<file path="src/rtl/jhbd_pkg.sv">
// jhbd_pkg: shared widths, codes, structs and helpers for the jpeg huffman bit decoder
// depends on nothing; imported by every rtl module of the block
package jhbd_pkg;

  localparam int unsigned CODE_W = 16;
  localparam int unsigned LEN_W  = 5;
  localparam int unsigned SYM_W  = 8;
  localparam int unsigned IDX_W  = 8;

  localparam int unsigned DC_ENTRIES_DEF   = 16;
  localparam int unsigned AC_ENTRIES_DEF   = 256;
  localparam int unsigned MAX_CODE_LEN_DEF = 16;

  localparam logic [SYM_W-1:0] NIBBLE_MASK = 8'h0F;
  localparam logic [SYM_W-1:0] DC_CAT_MAX  = 8'd16;
  localparam logic [LEN_W-1:0] PREFIX_MAX  = LEN_W'(CODE_W);

  localparam logic REQ_LOAD = 1'b0;
  localparam logic REQ_BIT  = 1'b1;
  localparam logic TABLE_DC = 1'b0;
  localparam logic TABLE_AC = 1'b1;

  typedef struct packed {
    logic              we;
    logic [IDX_W-1:0]  index;
    logic [CODE_W-1:0] code;
    logic [LEN_W-1:0]  len;
    logic [SYM_W-1:0]  sym;
  } cam_load_t;

  typedef struct packed {
    logic [CODE_W-1:0] prefix;
    logic [LEN_W-1:0]  plen;
  } cam_key_t;

  typedef struct packed {
    logic             hit;
    logic [SYM_W-1:0] sym;
  } cam_hit_t;

  typedef struct packed {
    logic              valid;
    logic [SYM_W-1:0]  symbol;
    logic [CODE_W-1:0] amp_bits;
    logic [LEN_W-1:0]  amp_len;
    logic              is_dc;
    logic              eob;
    logic              err;
  } dec_res_t;

  function automatic logic [CODE_W-1:0] code_mask(input logic [LEN_W-1:0] len);
    logic [CODE_W-1:0] m;
    if (len >= PREFIX_MAX) begin
      m = '1;
    end else begin
      m = (CODE_W'(1) << len) - CODE_W'(1);
    end
    return m;
  endfunction

endpackage

</file>
<file path="src/rtl/jhbd_cam.sv">
// jhbd_cam: code table as a row of compare cells with lowest-index priority select
// depends on jhbd_pkg
module jhbd_cam import jhbd_pkg::*; #(
  parameter int unsigned DEPTH = DC_ENTRIES_DEF
) (
  input  logic      clk_i,
  input  logic      rst_ni,
  input  cam_load_t load_i,
  input  cam_key_t  key_i,
  output cam_hit_t  res_o
);

  logic [CODE_W-1:0] code_q [DEPTH];
  logic [LEN_W-1:0]  len_q  [DEPTH];
  logic [SYM_W-1:0]  sym_q  [DEPTH];
  logic [DEPTH-1:0]  wr_en;
  logic [DEPTH-1:0]  match;
  logic [DEPTH-1:0]  first;
  logic [SYM_W-1:0]  sym_sel;

  for (genvar k = 0; k < DEPTH; k++) begin : g_cell
    assign wr_en[k] = load_i.we && ({1'b0, load_i.index} == (IDX_W+1)'(k));
    assign match[k] = (len_q[k] == key_i.plen) && (code_q[k] == key_i.prefix);

    always_ff @(posedge clk_i or negedge rst_ni) begin
      if (!rst_ni) begin
        len_q[k] <= '0;
      end else if (wr_en[k]) begin
        len_q[k] <= load_i.len;
      end
    end

    // stored code keeps only the bits its length covers
    always_ff @(posedge clk_i) begin
      if (wr_en[k]) begin
        code_q[k] <= load_i.code & code_mask(load_i.len);
        sym_q[k]  <= load_i.sym;
      end
    end
  end

  assign first = match & ~(match - DEPTH'(1));

  always_comb begin
    sym_sel = '0;
    for (int k = 0; k < DEPTH; k++) begin
      sym_sel = sym_sel | (sym_q[k] & {SYM_W{first[k]}});
    end
  end

  assign res_o.hit = |match;
  assign res_o.sym = sym_sel;

endmodule

</file>
<file path="config.mk">
export PLATFORM = sky130hd
export DESIGN_NAME = jhbd_cam
export DESIGN_NICKNAME = d
export VERILOG_FILES = /design/src/rtl/jhbd_pkg.sv /design/src/rtl/jhbd_cam.sv
export SDC_FILE = /design/constraint.sdc
export NUM_CORES = 1
export LEC_CHECK = 0
export BUFFER_PORTS_ARGS = -buffer_cell sky130_fd_sc_hd__buf_2
export CAP_MARGIN = 20
export CORE_ASPECT_RATIO = 1.4
export CORE_MARGIN = 1.5
export CORE_UTILIZATION = 45
export CTS_CLUSTER_SIZE = 25
export DETAILED_ROUTE_END_ITERATION = 8
export PLACE_DENSITY = 0.72
export SLEW_MARGIN = 15
export SYNTH_ARGS = -nofsm -noshare
export SYNTH_HDL_FRONTEND = slang
export SYNTH_SLANG_ARGS = --single-unit
</file>
<file path="constraint.sdc">
create_clock -name clk_i -period 2.67 [get_ports clk_i]
set_clock_uncertainty 0.1 [all_clocks]
set_input_delay 0.4005 -clock clk_i [delete_from_list [all_inputs] [get_ports clk_i]]
set_output_delay 0.4005 -clock clk_i [all_outputs]
set_load 0.03 [all_outputs]
</file>
==> metrics.txt <==
syn_nets 1422; DRC viols 0; final core utilization 54.5%; failing checks setup timing; part of the Yosys area used for sequential elements 66.0%; n_diodes 0; Cells after DPL 2115; PD cells 609 mW/mm2; count leader, synth edfxtp_1; setup TNS -10.60 ns; Worst EP required 2.17 ns; root buf cell clkbuf_16; clock buffer depth 3; Reg clk slew, reported paths 0.07 ns; global-route wire length before repair 82100 um; synth warn 0; final instance area 0.0245 mm2; Slowest-stage cell, CP a2111o_1; outcome finished, violations left; highest routed layer met4; pre-CTS setup slack -1.47 ns; Critical Path Sink Type primary output; fill count 3546; DR WL met2 28700 um; number of synthesized register bits 464; antenna violations before repair 0; Worst Hold Depth 1; CORE AREA 0.0450 mm2; final setup violation count 9; number of global-route vias before repair 12840; RSZ-0062 raised after global routing yes; Final Wtd Congestion 0.930; Max IR drop VDD 441 uV; row count 92; Slew Viols, Final 0; top-area cell type share of the netlist area 56.2%; post-route ant nets 0; top cells by area, synth edfxtp_1, dfrtp_1, xor2_1; Period Utilization, post-route 149%; Peak Freq 252 MHz; Crit Path Max Fanout 5; syn_area_per_cell 15.1 um2; clock tree from TritonCTS done; CP peak stage delay 0.44 ns; met3 WL 3620 um; num ports 70; HPWL Detailed 36700 um; # port buffers 69; grt ovf 0; FF+latch area 0.0135 mm2; final hold vios 0; drt pass-1 iters 5; post-synth cell types 56; Final Power 14.9 mW; prevailing post-synth register cell edfxtp_1; Worst-Skew Late Latency 0.54 ns; Area Overhead vs Synth 19.5%; Max-slew headroom 26.3%; minimum clock period after layout 3.97 ns; fin cells 2211; Post-synth ARST share 17.2%; largest net degree at the start of global routing 36; Lkg Pwr 8.79 nW; top post-synthesis cells by count edfxtp_1, xor2_1, xnor2_1, dfrtp_1, mux2_2; CP Cell Sequence xnor2_1 -> nand3_1 -> nor4_2 -> buf_4 -> nand4_4 -> mux2_2 -> mux2i_2 -> o221ai_4 -> a2111o_1 -> buf_6; Die Span X 183 um; CTS Sinks 464; share of cells above drive strength 1 28.2%; H-tree depth 2; setup slack after layout -1.30 ns; Final Net Count 1627; crit path DAT 3.47 ns; M1 WL 20900 um; placement-stage cell area 0.0225 mm2; Hold Slack 0.194 ns; Die Y 256 um; DR iter-0 viols 1242; GRT Util Overall 24.0%; MaxCap Viol Count 0; Die ar. 0.0469 mm2; Initial Util 45.6%; Post-Route WL 55900 um; vias per cell 5.61; Mapped Area 0.0205 mm2; min-delay worst type in2reg; area of the multi-input gates 0.00685 mm2; Post-synth EDFFs 384; largest area contributor in the synthesized netlist edfxtp_1; WL/cell 25.3 um; worst-margin pin slew 1.11 ns; CTS buffer count 43; Crit Path Class reg2out; CP Launch Type register; via count 12414; Post-Synthesis Cells 1360; worst reg2reg path depth 1
[registers in the layout, summed over array words and instances (netlist names)]
| signal | count |
|---|---|
| sym_q | 128 |
| len_q | 80 |
| code_q | 256 |
[critical path: cells and delay by family (launching register included)]
kind | cells | cell delay (ns)
xor gates and xnor gates | 1 | 0.22
AOI/OAI and AO/OA | 2 | 0.63
muxes | 2 | 0.62
and+or+nand+nor | 3 | 0.63
buffers and inverters | 2 | 0.39
DFF | 1 | 0.40
[path summary, 6_finish.rpt]
kind,start,endpoint,slack [ns]
worst min-delay path,load_i[5],sym_q[0][37],0.19
worst max-delay path,len_q[34],res_o[7],-1.30
max in group asynchronous,rst_ni,len_q[35],1.45
worst max register to register,len_q[72],len_q[72],1.76
min in group asynchronous,rst_ni,len_q[2],0.30
worst min register to register,len_q[58],len_q[58],0.40
[logic make-up (layout without fill, tap and decap cells)]
family / Yosys count / count (layout) / synth area share [%]
xor gates and xnor gates: 337 / 337 / 14.5
and+or+nand+nor: 263 / 265 / 7.76
DFF: 464 / 464 / 66.0
adders and majority gates: 1 / 1 / 0.0610
muxes: 90 / 90 / 4.89
AOI/OAI and AO/OA: 98 / 98 / 3.39
buffers and inverters: 107 / 345 / 3.43
[per-layer routing]
layer / GRT usage, % / up-vias
li1: - / 5402
met4: 11.3 / 0
met2: 41.8 / 545
met5: 0 / -
met3: 2.93 / 148
met1: 29.3 / 6319
[layout make-up]
cell class / count / area share, %
Sequential cell: 464 / 55.2
Multi-Input combinational cell: 791 / 27.9
Timing Repair Buffer: 226 / 7.72
Clock buffer: 60 / 4.82
Tap cell: 611 / 3.12
Clock inverter: 20 / 0.633
Inverter: 39 / 0.597
[layout by cell type, fill, tap and decap left out, drive strengths merged, types with 10 or more instances in the layout]
cell type,n
mux2,82
and3,17
nor4,58
nand2,40
edfxtp,384
nor3,24
buf,225
a31oi,17
dfrtp,80
clkinv,16
inv,41
nor2,34
xor2,168
nand3,22
o21ai,21
nand4,49
a221oi,10
clkbuf,60
xnor2,169
[what timing repair did]
item / CTS / global route
gates resized for setup: 46 / 44
endpoints found under the hold margin: 33 / 0
hold buffers: 1 / 0
gates cloned: 2 / 0
setup buffers: 6 / 10
pin swaps: 10 / 20
setup endpoints to repair: 9 / 9
[power by group]
| group | switching, mW | internal (mW) | total (mW) | leakage (nW) |
|---|---|---|---|---|
| Clock | 2.61 | 3.30 | 5.90 | 0.650 |
| Sequential | 0.0491 | 7.93 | 7.98 | 4.40 |
| Combinational | 0.674 | 0.383 | 1.06 | 3.74 |
No activity file was read; power rests on OpenSTA's default activity.
