[config.mk]
export PLATFORM = sky130hd
export DESIGN_NAME = jhbd_dec
export DESIGN_NICKNAME = d
export VERILOG_FILES = /design/src/rtl/jhbd_pkg.sv /design/src/rtl/jhbd_dec.sv
export SDC_FILE = /design/constraint.sdc
export NUM_CORES = 1
export LEC_CHECK = 0
export BUFFER_PORTS_ARGS = -buffer_cell sky130_fd_sc_hd__clkbuf_2
export CAP_MARGIN = 5
export CORE_MARGIN = 10
export CORE_UTILIZATION = 53
export DETAILED_ROUTE_END_ITERATION = 8
export PLACE_DENSITY_LB_ADDON = 0.12
export SKIP_LAST_GASP = 1
export SLEW_MARGIN = 20
export SYNTH_ARGS = -nofsm -noshare
export SYNTH_HDL_FRONTEND = slang
export SYNTH_SLANG_ARGS = --single-unit
[constraint.sdc]
create_clock -name clk_i -period 2.5 [get_ports clk_i]
set_input_delay 0 -clock clk_i [delete_from_list [all_inputs] [get_ports clk_i]]
set_output_delay 0 -clock clk_i [all_outputs]
set_load 0.005 [all_outputs]
[src/rtl/jhbd_pkg.sv]
// jhbd_pkg: shared widths, codes, structs and helpers for the jpeg huffman bit decoder
// depends on nothing; imported by every rtl module of the block
package jhbd_pkg;

  localparam int unsigned CODE_W = 16;
  localparam int unsigned LEN_W  = 5;
  localparam int unsigned SYM_W  = 8;
  localparam int unsigned IDX_W  = 8;

  localparam int unsigned DC_ENTRIES_DEF   = 16;
  localparam int unsigned AC_ENTRIES_DEF   = 256;
  localparam int unsigned MAX_CODE_LEN_DEF = 16;

  localparam logic [SYM_W-1:0] NIBBLE_MASK = 8'h0F;
  localparam logic [SYM_W-1:0] DC_CAT_MAX  = 8'd16;
  localparam logic [LEN_W-1:0] PREFIX_MAX  = LEN_W'(CODE_W);

  localparam logic REQ_LOAD = 1'b0;
  localparam logic REQ_BIT  = 1'b1;
  localparam logic TABLE_DC = 1'b0;
  localparam logic TABLE_AC = 1'b1;

  typedef struct packed {
    logic              we;
    logic [IDX_W-1:0]  index;
    logic [CODE_W-1:0] code;
    logic [LEN_W-1:0]  len;
    logic [SYM_W-1:0]  sym;
  } cam_load_t;

  typedef struct packed {
    logic [CODE_W-1:0] prefix;
    logic [LEN_W-1:0]  plen;
  } cam_key_t;

  typedef struct packed {
    logic             hit;
    logic [SYM_W-1:0] sym;
  } cam_hit_t;

  typedef struct packed {
    logic              valid;
    logic [SYM_W-1:0]  symbol;
    logic [CODE_W-1:0] amp_bits;
    logic [LEN_W-1:0]  amp_len;
    logic              is_dc;
    logic              eob;
    logic              err;
  } dec_res_t;

  function automatic logic [CODE_W-1:0] code_mask(input logic [LEN_W-1:0] len);
    logic [CODE_W-1:0] m;
    if (len >= PREFIX_MAX) begin
      m = '1;
    end else begin
      m = (CODE_W'(1) << len) - CODE_W'(1);
    end
    return m;
  endfunction

endpackage

[src/rtl/jhbd_dec.sv]
// jhbd_dec: decode state (mode, prefix, amplitude collection) and next-result logic
// depends on jhbd_pkg; takes match results from the two jhbd_cam tables
module jhbd_dec import jhbd_pkg::*; #(
  parameter int unsigned MAX_CODE_LEN = MAX_CODE_LEN_DEF
) (
  input  logic     clk_i,
  input  logic     rst_ni,
  input  logic     item_i,
  input  logic     commit_i,
  input  logic     bit_i,
  input  cam_hit_t dc_res_i,
  input  cam_hit_t ac_res_i,
  output cam_key_t key_o,
  output dec_res_t res_o
);

  logic              expect_dc_q, expect_dc_d;
  logic              in_amp_q, in_amp_d;
  logic [CODE_W-1:0] prefix_q, prefix_d;
  logic [LEN_W-1:0]  plen_q, plen_d;
  logic [CODE_W-1:0] acc_q, acc_d;
  logic [LEN_W-1:0]  rem_q, rem_d;
  logic [LEN_W-1:0]  total_q, total_d;
  logic [SYM_W-1:0]  held_q, held_d;

  logic [CODE_W-1:0] prefix_n;
  logic [LEN_W-1:0]  plen_n;
  logic [CODE_W-1:0] acc_n;
  logic [LEN_W-1:0]  rem_n;
  logic              hit;
  logic [SYM_W-1:0]  hsym;
  logic [SYM_W-1:0]  nib;
  logic [LEN_W-1:0]  need;
  dec_res_t          res;

  assign prefix_n = {prefix_q[CODE_W-2:0], bit_i};
  assign plen_n   = (plen_q < PREFIX_MAX) ? plen_q + LEN_W'(1) : plen_q;
  assign acc_n    = {acc_q[CODE_W-2:0], bit_i};
  assign rem_n    = (rem_q != '0) ? rem_q - LEN_W'(1) : '0;
  assign hit      = expect_dc_q ? dc_res_i.hit : ac_res_i.hit;
  assign hsym     = expect_dc_q ? dc_res_i.sym : ac_res_i.sym;
  assign nib      = hsym & NIBBLE_MASK;
  assign need     = expect_dc_q ? hsym[LEN_W-1:0] : nib[LEN_W-1:0];

  assign key_o.prefix = prefix_n;
  assign key_o.plen   = plen_n;

  always_comb begin
    expect_dc_d = expect_dc_q;
    in_amp_d    = in_amp_q;
    prefix_d    = prefix_q;
    plen_d      = plen_q;
    acc_d       = acc_q;
    rem_d       = rem_q;
    total_d     = total_q;
    held_d      = held_q;
    res         = '0;
    res.is_dc   = expect_dc_q;

    if (in_amp_q) begin
      acc_d = acc_n;
      rem_d = rem_n;
      if (rem_n == '0) begin
        in_amp_d     = 1'b0;
        res.valid    = 1'b1;
        res.symbol   = held_q;
        res.amp_bits = acc_n;
        res.amp_len  = total_q;
        res.eob      = (held_q == '0);
        expect_dc_d  = (held_q == '0);
      end
    end else begin
      prefix_d = prefix_n;
      plen_d   = plen_n;
      if (!hit) begin
        // no match within the longest code length
        if (plen_n >= LEN_W'(MAX_CODE_LEN)) begin
          res.valid   = 1'b1;
          res.err     = 1'b1;
          prefix_d    = '0;
          plen_d      = '0;
          expect_dc_d = 1'b1;
        end
      end else begin
        prefix_d = '0;
        plen_d   = '0;
        if (expect_dc_q && (hsym > DC_CAT_MAX)) begin
          res.valid   = 1'b1;
          res.symbol  = hsym;
          res.err     = 1'b1;
          expect_dc_d = 1'b1;
        end else if (need == '0) begin
          res.valid   = 1'b1;
          res.symbol  = hsym;
          res.eob     = (hsym == '0);
          expect_dc_d = (hsym == '0);
        end else begin
          in_amp_d = 1'b1;
          held_d   = hsym;
          acc_d    = '0;
          rem_d    = need;
          total_d  = need;
        end
      end
    end

    res.valid = res.valid && item_i;
  end

  assign res_o = res;

  always_ff @(posedge clk_i or negedge rst_ni) begin
    if (!rst_ni) begin
      expect_dc_q <= 1'b1;
      in_amp_q    <= 1'b0;
      prefix_q    <= '0;
      plen_q      <= '0;
      acc_q       <= '0;
      rem_q       <= '0;
      total_q     <= '0;
      held_q      <= '0;
    end else if (commit_i) begin
      expect_dc_q <= expect_dc_d;
      in_amp_q    <= in_amp_d;
      prefix_q    <= prefix_d;
      plen_q      <= plen_d;
      acc_q       <= acc_d;
      rem_q       <= rem_d;
      total_q     <= total_d;
      held_q      <= held_d;
    end
  end

endmodule

==> flow_summary.json, run 1 <==
{
  "drive_gt1_share_pct": 35.4,
  "clock_skew_ps": 3.52,
  "crit_fanout": 7,
  "dpl_cell_area_um2": 3350,
  "cts_tree": "done",
  "outcome": "finished, final reports clean",
  "cp.required_ps": 2500,
  "drt-total-wl_um": 7400,
  "ys_warn_count": 0,
  "clockBufferDepth": 2,
  "syn_to_final_growth_pct": 21.3,
  "wl_per_cell_um": 16.8,
  "cpPeakStageDelay_ps": 380,
  "nNetsFinal": 394,
  "timing.setup.tns_ps": 0,
  "p_leak_nw": 1.77,
  "synthFlopType": "dfrtp_1",
  "ys_seq_area_share_pct": 44.4,
  "num_io_pins": 77,
  "dp_hpwl_um": 5540,
  "max_cap_viol_count": 0,
  "fin_cells": 440,
  "fp.dieW_um": 93.7,
  "avgViaCountPerCell": 5.62,
  "crit_chain": "inv_1 > ha_2 > nand3b_1 > a21o_1 > a2111oi_4 > buf_4 > buf_6 > and2_4 > a22o_1 > clkbuf_2",
  "drtIter0Drc": 149,
  "cts_root_buf": "clkbuf_8",
  "worst_pin_slew_ps": 702,
  "fmax_mhz": 417,
  "fin_util_pct": 67.5,
  "dpl_worst_slack_ps": 152,
  "max-vdd-ir-drop_mv": 0.770,
  "timing.final.ws_setup_ps": 102,
  "port_buffers": 76,
  "remaining_drc_errors": 0,
  "cp.arrival_ps": 2400,
  "crit_type": "flip-flop to output pin",
  "gr-total-overflow": 0,
  "end_kind": "output pin",
  "cts-htree-levels": 2,
  "slowest_stage": "dfrtp_1",
  "cts.sink_count": 51,
  "num-fill-cells": 436,
  "rsz0062_at_grt": "yes",
  "grt_usage_pct": 17.0,
  "synth_top_area_share_pct": 43.5,
  "muxShareOfSynthArea_pct": 8.78,
  "path_delay_family": "compound AO/OA/AOI/OAI gates",
  "row_count": 26,
  "antenna_cells": 0,
  "hold_class": "input pin to flip-flop",
  "clkSlewWorstSetupHoldPaths_ps": 90,
  "finalCritPeriodShare_pct": 95.9,
  "gp_congestion": 0.818,
  "synth.net_count": 314,
  "synth-edff-count": 0,
  "cts_made_buffers": 5,
  "synth_top_cell_by_area": "dfrtp_1",
  "setup_viol": 0,
  "dieHeight_um": 93.7,
  "core_um2": 5170,
  "max_slew_margin_pct": 53.0,
  "cp.buffers_inverters": 4,
  "ys_types": 55,
  "finalHoldViolCount": 0,
  "grt_max_degree": 25,
  "synth.most_common_cell": "dfrtp_1",
  "synthTopCellsByArea": "dfrtp_1 (43%), nand2_1 (5.9%), a22o_1 (5.5%), and3_1 (4.8%), o21ai_0 (4.2%)",
  "dpl.cell_count": 428,
  "avgSynthCellArea_um2": 9.96,
  "p_per_area_nw_per_um2": 979,
  "async_flop_share_pct": 100,
  "ant_nets": 0,
  "ys_ff_latch": 51,
  "finalMaxSlewViolations": 0,
  "grt_pass1_wl_um": 12400,
  "stdcell_area_um2": 3490,
  "synth_top_family_by_area": "simple AND/OR/NAND/NOR gates",
  "synth-xor-area-share_pct": 0.913,
  "drt-pass1-iter-count": 4,
  "synth_compound_area_share_pct": 20.0,
  "yosys.area_share.simple_pct": 21.1,
  "grt_pass1_vias": 2536,
  "synthTopCellsByCount": "dfrtp_1 (50), nand2_1 (45), o21ai_0 (24), and3_1 (22), a22o_1 (18)",
  "clk_latency_ps": 290,
  "via_count": 2473,
  "dieArea_um2": 8780,
  "syn_inst": 289,
  "start_util_pct": 55.6,
  "synthAdderAreaFrac_pct": 0.870,
  "period_needed_ps": 2400,
  "antenna_found_initial": 0,
  "start_kind": "flip-flop",
  "syn_area_um2": 2880
}
## metrics by stage
stage / power, mW / hold slack, ps
after floorplan: 2.36 / -296
after global routing: 3.68 / 104
after CTS: 3.39 / 89.5
final: 3.42 / 99.5
after global placement: 2.84 / -75.8
after detailed placement: 2.88 / -63.6
## state kept, by name, indices dropped and copies added, names as in the netlist
| signal | flops |
|---|---|
| acc_q | 15 |
| rem_q | 5 |
| in_amp_q | 1 |
| held_q | 4 |
| total_q | 5 |
| expect_dc_q | 1 |
| prefix_q | 15 |
| plen_q | 5 |
## power breakdown
group	total (mW)	internal (mW)	switching, mW
Clock	0.472	0.197	0.276
Sequential	1.38	1.10	0.284
Combinational	1.56	0.795	0.770
Total	3.42	2.09	1.33
## logic make-up after synthesis
| kind of cell | after synthesis |
|---|---|
| compound gates | 75 |
| xor+xnor | 3 |
| fa+ha+maj | 2 |
| buf+inv | 25 |
| flops | 51 |
| mux | 20 |
| simple gates | 113 |
## worst register-to-register path, stage by stage (launching register included)
cell	delay, ps
dfstp_2	650
or4b_1	520
o22ai_2	280
a21oi_4	120
nor2_4	370
mux2_4	340
## layout by cell type (no fill, tap or decap), types with 2 or more instances in the layout
cell,instances
a21o_1,7
a21oi_1,6
a221o_1,2
a22o_1,18
and2_1,2
and3_1,21
buf_4,13
buf_6,2
clkbuf_2,76
clkbuf_8,5
dfrtp_1,50
dlygate4sd3_1,2
inv_1,5
mux2_1,2
mux2_2,8
mux2_4,8
mux2i_1,2
nand2_1,45
nand2b_1,7
nand3_1,2
nand3b_1,2
nand4_1,2
nor2_1,7
nor2b_1,6
nor3_1,5
nor4_1,2
o21ai_0,24
o31ai_1,3
xnor2_1,3
## final timing paths
kind	slack, ps	end	start	depth (start not counted)
min in group asynchronous	140	held_q[7]	rst_ni	2
max in group asynchronous	1760	prefix_q[8]	rst_ni	3
setup / recovery	100	res_o[29]	rem_q[0]	10
hold / removal	100	held_q[5]	ac_res_i[5]	3
setup reg to reg	120	total_q[2]	expect_dc_q	5
hold reg to reg	490	prefix_q[14]	prefix_q[14]	2
## routing by layer
layer  track usage (%)  vias up  wire length [um]
met2              27.3       63              3470
met1              22.7     1198              3480
met4              3.16        0                29
met5                 0        -                 0
li1                  -     1210                 -
met3              4.40        2               426
## layout make-up
type / count / area [um^2] / share of cell area, %
Clock buffer: 6 / 72.6 / 2.08
Clock inverter: 2 / 12.5 / 0.358
Inverter: 5 / 18.8 / 0.537
Multi-Input combinational cell: 213 / 1500 / 43.0
Sequential cell: 51 / 1280 / 36.6
Tap cell: 70 / 87.6 / 2.51
Timing Repair Buffer: 93 / 520 / 14.9
## timing repair
action | CTS | global route
setup buffers | 2 | 0
hold endpoints to repair | 14 | 0
endpoints found under the setup margin | 9 | 9
pin swaps | 1 | 0
gates resized for setup | 1 | 6
hold buffers | 2 | 0
Note: power is estimated with default switching activity, not from simulation.
==> run 2, diff against run 1 <==
- BUFFER_PORTS_ARGS: -buffer_cell sky130_fd_sc_hd__clkbuf_2 -> not set
- CORE_MARGIN: 10 -> 2
- CORE_UTILIZATION: 53 -> 63
- DONT_BUFFER_PORTS: not set -> 1
==> run 2 against run 1 <==
Net effect:
- cell area down 9.0%
- sequential share of layout area up 3.7 points
- routed wire length down 13%
- sequential power about the same
- register-to-register slack better by 40 ps
- largest power group unchanged
==> flow_summary.json, run 2 (synthesized netlist as in run 1, its figures left out) <==
{
  "wl_per_cell_um": 18.4,
  "dpl_worst_slack_ps": 188,
  "core_um2": 4380,
  "end_kind": "output pin",
  "clock_skew_ps": 4.57,
  "worst_pin_slew_ps": 690,
  "stdcell_area_um2": 3180,
  "max_slew_margin_pct": 53.8,
  "avgViaCountPerCell": 6.39,
  "row_count": 24,
  "gr-total-overflow": 0,
  "max-vdd-ir-drop_mv": 0.568,
  "fp.dieW_um": 71.6,
  "drtIter0Drc": 99,
  "antenna_found_initial": 0,
  "syn_to_final_growth_pct": 10.4,
  "remaining_drc_errors": 0,
  "start_util_pct": 65.6,
  "gp_congestion": 0.822,
  "period_needed_ps": 2380,
  "fin_util_pct": 72.5,
  "nNetsFinal": 323,
  "fmax_mhz": 420,
  "max_cap_viol_count": 0,
  "reg2reg_depth": 6,
  "dieHeight_um": 71.6,
  "drt-total-wl_um": 6470,
  "via_count": 2242,
  "cpPeakStageDelay_ps": 410,
  "cts_root_buf": "clkbuf_8",
  "intPower_mw": 2.14,
  "port_buffers": 0,
  "drt-pass1-iter-count": 4,
  "antenna_cells": 0,
  "sw_frac_of_total_pct": 37.4,
  "grt_usage_pct": 25.8,
  "comb_power_share_pct": 41.6,
  "clkPwrFrac_pct": 17.7,
  "dp_hpwl_um": 4390,
  "top_regs": "acc_q x15, prefix_q x15",
  "grt_max_degree": 52,
  "outcome": "finished, final reports clean",
  "clk_latency_ps": 300,
  "crit_fanout": 5,
  "power_frac_seq_pct": 40.8,
  "cp.arrival_ps": 2380,
  "dpl_cell_area_um2": 2930,
  "cp.required_ps": 2500,
  "start_kind": "flip-flop",
  "final_cell_mix": "dfrtp_1 (49), nand2_1 (45), o21ai_0 (24)",
  "drive_gt1_share_pct": 18.7,
  "crit_type": "flip-flop to output pin",
  "clockBufferDepth": 2,
  "path_delay_family": "compound AO/OA/AOI/OAI gates",
  "crit_chain": "inv_1 > ha_2 > nand3b_1 > a21o_1 > a2111oi_4 > buf_4 > buf_6 > and2_1 > a22o_1",
  "setup_viol": 0,
  "timing.final.ws_setup_ps": 117,
  "p_leak_nw": 1.48,
  "finalCritPeriodShare_pct": 95.3,
  "grt_pass1_wl_um": 10600,
  "clkSlewWorstSetupHoldPaths_ps": 90,
  "slowest_stage": "dfrtp_2",
  "dieArea_um2": 5120,
  "cts_tree": "done",
  "p_switching_mw": 1.28,
  "num_io_pins": 77,
  "cp.buffers_inverters": 3,
  "finalHoldViolCount": 0,
  "ant_nets": 0,
  "hold_class": "input pin to output pin",
  "timing.setup.tns_ps": 0,
  "finalMaxSlewViolations": 0,
  "grt_pass1_vias": 2081,
  "p_per_area_nw_per_um2": 1080,
  "cts-htree-levels": 2,
  "cts.sink_count": 51,
  "layout_commonest_cell": "dfrtp_1",
  "cts_made_buffers": 5,
  "min_path_cells": 0,
  "crit_cells": 9
}
[run 2: power by group through the flow]
stage          combinational [mW]  clock, mW  sequential (mW)
2_1_floorplan                1.07          0             1.29
3_3_place_gp                 1.25          0             1.40
3_5_place_dp                 1.28          0             1.40
4_1_cts                      1.32      0.610             1.39
5_1_grt                      1.57      0.642             1.44
6_report                     1.42      0.604             1.39
[run 2: through the flow]
| stage | cells | hold slack, ps | power, mW |
|---|---|---|---|
| 4_1_cts | 346 | 0.107 | 3.32 |
| 5_1_grt | 351 | 0.0140 | 3.65 |
| 2_1_floorplan | 289 | -296 | 2.36 |
| 6_report | 351 | 0.00338 | 3.42 |
| 3_3_place_gp | 332 | -294 | 2.64 |
| 3_5_place_dp | 332 | -295 | 2.68 |
[run 2: path summary, 6_finish.rpt]
kind | from | endpoint | slack [ps]
min in group asynchronous | rst_ni | plen_q[2] | 220
hold reg to reg | acc_q[14] | acc_q[14] | 500
max in group asynchronous | rst_ni | expect_dc_q | 2020
setup reg to reg | expect_dc_q | held_q[7] | 160
setup / recovery | rem_q[0] | res_o[31] | 120
hold / removal | bit_i | key_o[5] | 0.003
[run 2: cell type report]
| class | count | area (um^2) |
|---|---|---|
| Multi-Input combinational cell | 213 | 1490 |
| Sequential cell | 51 | 1280 |
| Fill cell | 313 | 1210 |
| Timing Repair Buffer | 22 | 203 |
| Clock buffer | 6 | 82.6 |
| Tap cell | 52 | 65.1 |
| Clock inverter | 2 | 38.8 |
| Inverter | 5 | 18.8 |
[run 2: timing repair]
item	in CTS	in global routing
gates resized for setup	0	4
buffers inserted	0	4
endpoints found under the setup margin	0	23
hold endpoints to repair	58	0
hold buffers	6	0
[run 2: metal layers]
layer / global-route usage (%) / vias up / routed length (um)
li1: - / 1059 / -
met2: 40.5 / 60 / 3190
met4: 5.66 / 0 / 44
met5: 0 / - / 0
met1: 37.7 / 1117 / 2920
met3: 4.78 / 6 / 313
[run 2: worst reg2reg max path: stages, from the launching register on]
cell,delay (ps)
dfstp_2,420
buf_4,170
or4_1,590
o22ai_2,240
a21oi_4,120
nor2_4,350
mux2_4,340
==> run 3, diff against run 2 <==
- CORE_UTILIZATION: 63 -> 57
- clock period: 2.5 -> 2.1 ns (I/O delays scaled with it)
==> run 3 against run 2 <==
Net effect:
- the run now ends with negative setup slack left
- largest power group unchanged
- critical path type unchanged
- routed wire length up 13%
- combinational power increased by 50%
- critical endpoint is now res_o[29]
- clock power rose by 2%
- sequential share of layout area down 4.0 points
==> flow_summary.json, run 3 (synthesized netlist as in run 1, its figures left out) <==
{
  "cts-htree-levels": 2,
  "clkPwrFrac_pct": 14.1,
  "via_count": 2408,
  "crit_fanout": 5,
  "nNetsFinal": 344,
  "drt-total-wl_um": 7290,
  "clock_skew_ps": 10.7,
  "comb_power_share_pct": 48.5,
  "grt_pass1_vias": 2290,
  "start_util_pct": 60.1,
  "remaining_drc_errors": 0,
  "drive_gt1_share_pct": 29.1,
  "final_cell_mix": "dfrtp_1 (50), nand2_1 (43), o21ai_0 (24)",
  "gr-usage-met3_pct": 6.16,
  "end_kind": "output pin",
  "p_per_area_nw_per_um2": 1250,
  "cts_tree": "done",
  "worst_pin_slew_ps": 692,
  "sw_frac_of_total_pct": 39.0,
  "clkSlewWorstSetupHoldPaths_ps": 100,
  "p_switching_mw": 1.71,
  "use_met1_pct": 36.6,
  "grt_pass1_wl_um": 11400,
  "dieArea_um2": 5630,
  "layout_commonest_cell": "dfrtp_1",
  "drtIter0Drc": 175,
  "avgViaCountPerCell": 6.22,
  "core_um2": 4790,
  "syn_to_final_growth_pct": 22.3,
  "finalMaxSlewViolations": 0,
  "cp.arrival_ps": 2280,
  "period_needed_ps": 2280,
  "grt_busiest_layer": "met2",
  "grt_max_degree": 52,
  "wl_per_cell_um": 18.8,
  "num_io_pins": 77,
  "rsz0062_at_grt": "yes",
  "dieHeight_um": 75.1,
  "fmax_mhz": 439,
  "fp.dieW_um": 75.1,
  "outcome": "complete, but fails checks",
  "dpl_cell_area_um2": 3070,
  "clk_latency_ps": 320,
  "drt-pass1-iter-count": 5,
  "crit_type": "flip-flop to output pin",
  "port_buffers": 0,
  "antenna_cells": 0,
  "cts_root_buf": "clkbuf_8",
  "cp.required_ps": 2100,
  "start_kind": "flip-flop",
  "row_count": 25,
  "hold_class": "input pin to output pin",
  "timing.final.ws_setup_ps": -177,
  "timing.setup.tns_ps": -4070,
  "power_frac_seq_pct": 37.4,
  "finalCritPeriodShare_pct": 108,
  "gp_congestion": 0.816,
  "antenna_found_initial": 0,
  "dp_hpwl_um": 4860,
  "gr-total-overflow": 0,
  "finalHoldViolCount": 0,
  "grt_use_met2_pct": 42.1,
  "max-vdd-ir-drop_mv": 0.798,
  "p_leak_nw": 1.57,
  "stdcell_area_um2": 3520,
  "max_slew_margin_pct": 53.5,
  "cts_made_buffers": 5,
  "ant_nets": 0,
  "setup_viol": 34,
  "top_regs": "acc_q x15, prefix_q x15",
  "violations": "negative setup slack",
  "max_cap_viol_count": 0,
  "grt_usage_pct": 26.3,
  "clockBufferDepth": 2,
  "dpl_worst_slack_ps": -23.9,
  "cts.sink_count": 51,
  "intPower_mw": 2.67
}
[run 3: per-stage QoR]
stage | cells | util (%) | total power [mW] | hold WS (ps)
2_1_floorplan | 289 | - | 2.81 | -296
3_3_place_gp | 360 | 64.2 | 3.26 | -294
3_5_place_dp | 360 | 64.2 | 3.31 | -294
4_1_cts | 385 | 71.2 | 4.24 | 0.0825
5_1_grt | 387 | 73.5 | 4.65 | 0.157
6_report | 387 | 73.5 | 4.38 | 0.00438
[run 3: path summary, 6_finish.rpt]
| kind | from | to | slack, ps | cells after the start |
|---|---|---|---|---|
| min in group asynchronous | rst_ni | plen_q[3] | 190 | 2 |
| max in group asynchronous | rst_ni | expect_dc_q | 1620 | 2 |
| setup reg to reg | expect_dc_q | held_q[5] | -10 | 6 |
| hold reg to reg | prefix_q[14] | prefix_q[14] | 520 | 2 |
| setup / recovery | rem_q[1] | res_o[29] | -180 | 8 |
| hold / removal | bit_i | key_o[5] | 0.004 | 0 |
[run 3: what timing repair did]
item | CTS | global route
gates resized for setup | 16 | 18
setup endpoints to repair | 37 | 55
hold buffers | 9 | 2
buffers inserted | 7 | 0
pin swaps | 10 | 4
cloned | 1 | 0
hold endpoints to repair | 63 | 1
[run 3: layout make-up]
cell class / count / area, um^2
multi-input cells: 213 / 1620
fillers: 365 / 1270
flip-flops and latches: 51 / 1280
well taps: 67 / 83.8
repair buffers: 43 / 428
inverters: 5 / 18.8
clock inverters: 3 / 26.3
clock buffers: 5 / 68.8
[run 3: metal layers]
layer | share of wire [%] | vias up
met1 | 45 | 1224
met2 | 48 | 64
met3 | 5.4 | 10
met4 | 1.2 | 0
met5 | 0 | -
li1 | - | 1110
[run 3: power by group through the flow]
stage               logic (mW)  clock network (mW)  registers [mW]
CTS                       2.00               0.620            1.62
finish                    2.13               0.617            1.64
detailed placement        1.67                   0            1.64
global placement          1.63                   0            1.63
global route              2.30               0.663            1.68
floorplan                 1.27                   0            1.54
[run 3: critical path, cell delays in order (launching register included)]
cell,delay [ps]
dfrtp_1,380
inv_2,60
ha_4,270
nand3b_1,80
a21o_1,200
a2111oi_4,440
buf_4,220
and2_4,160
a22o_1,150
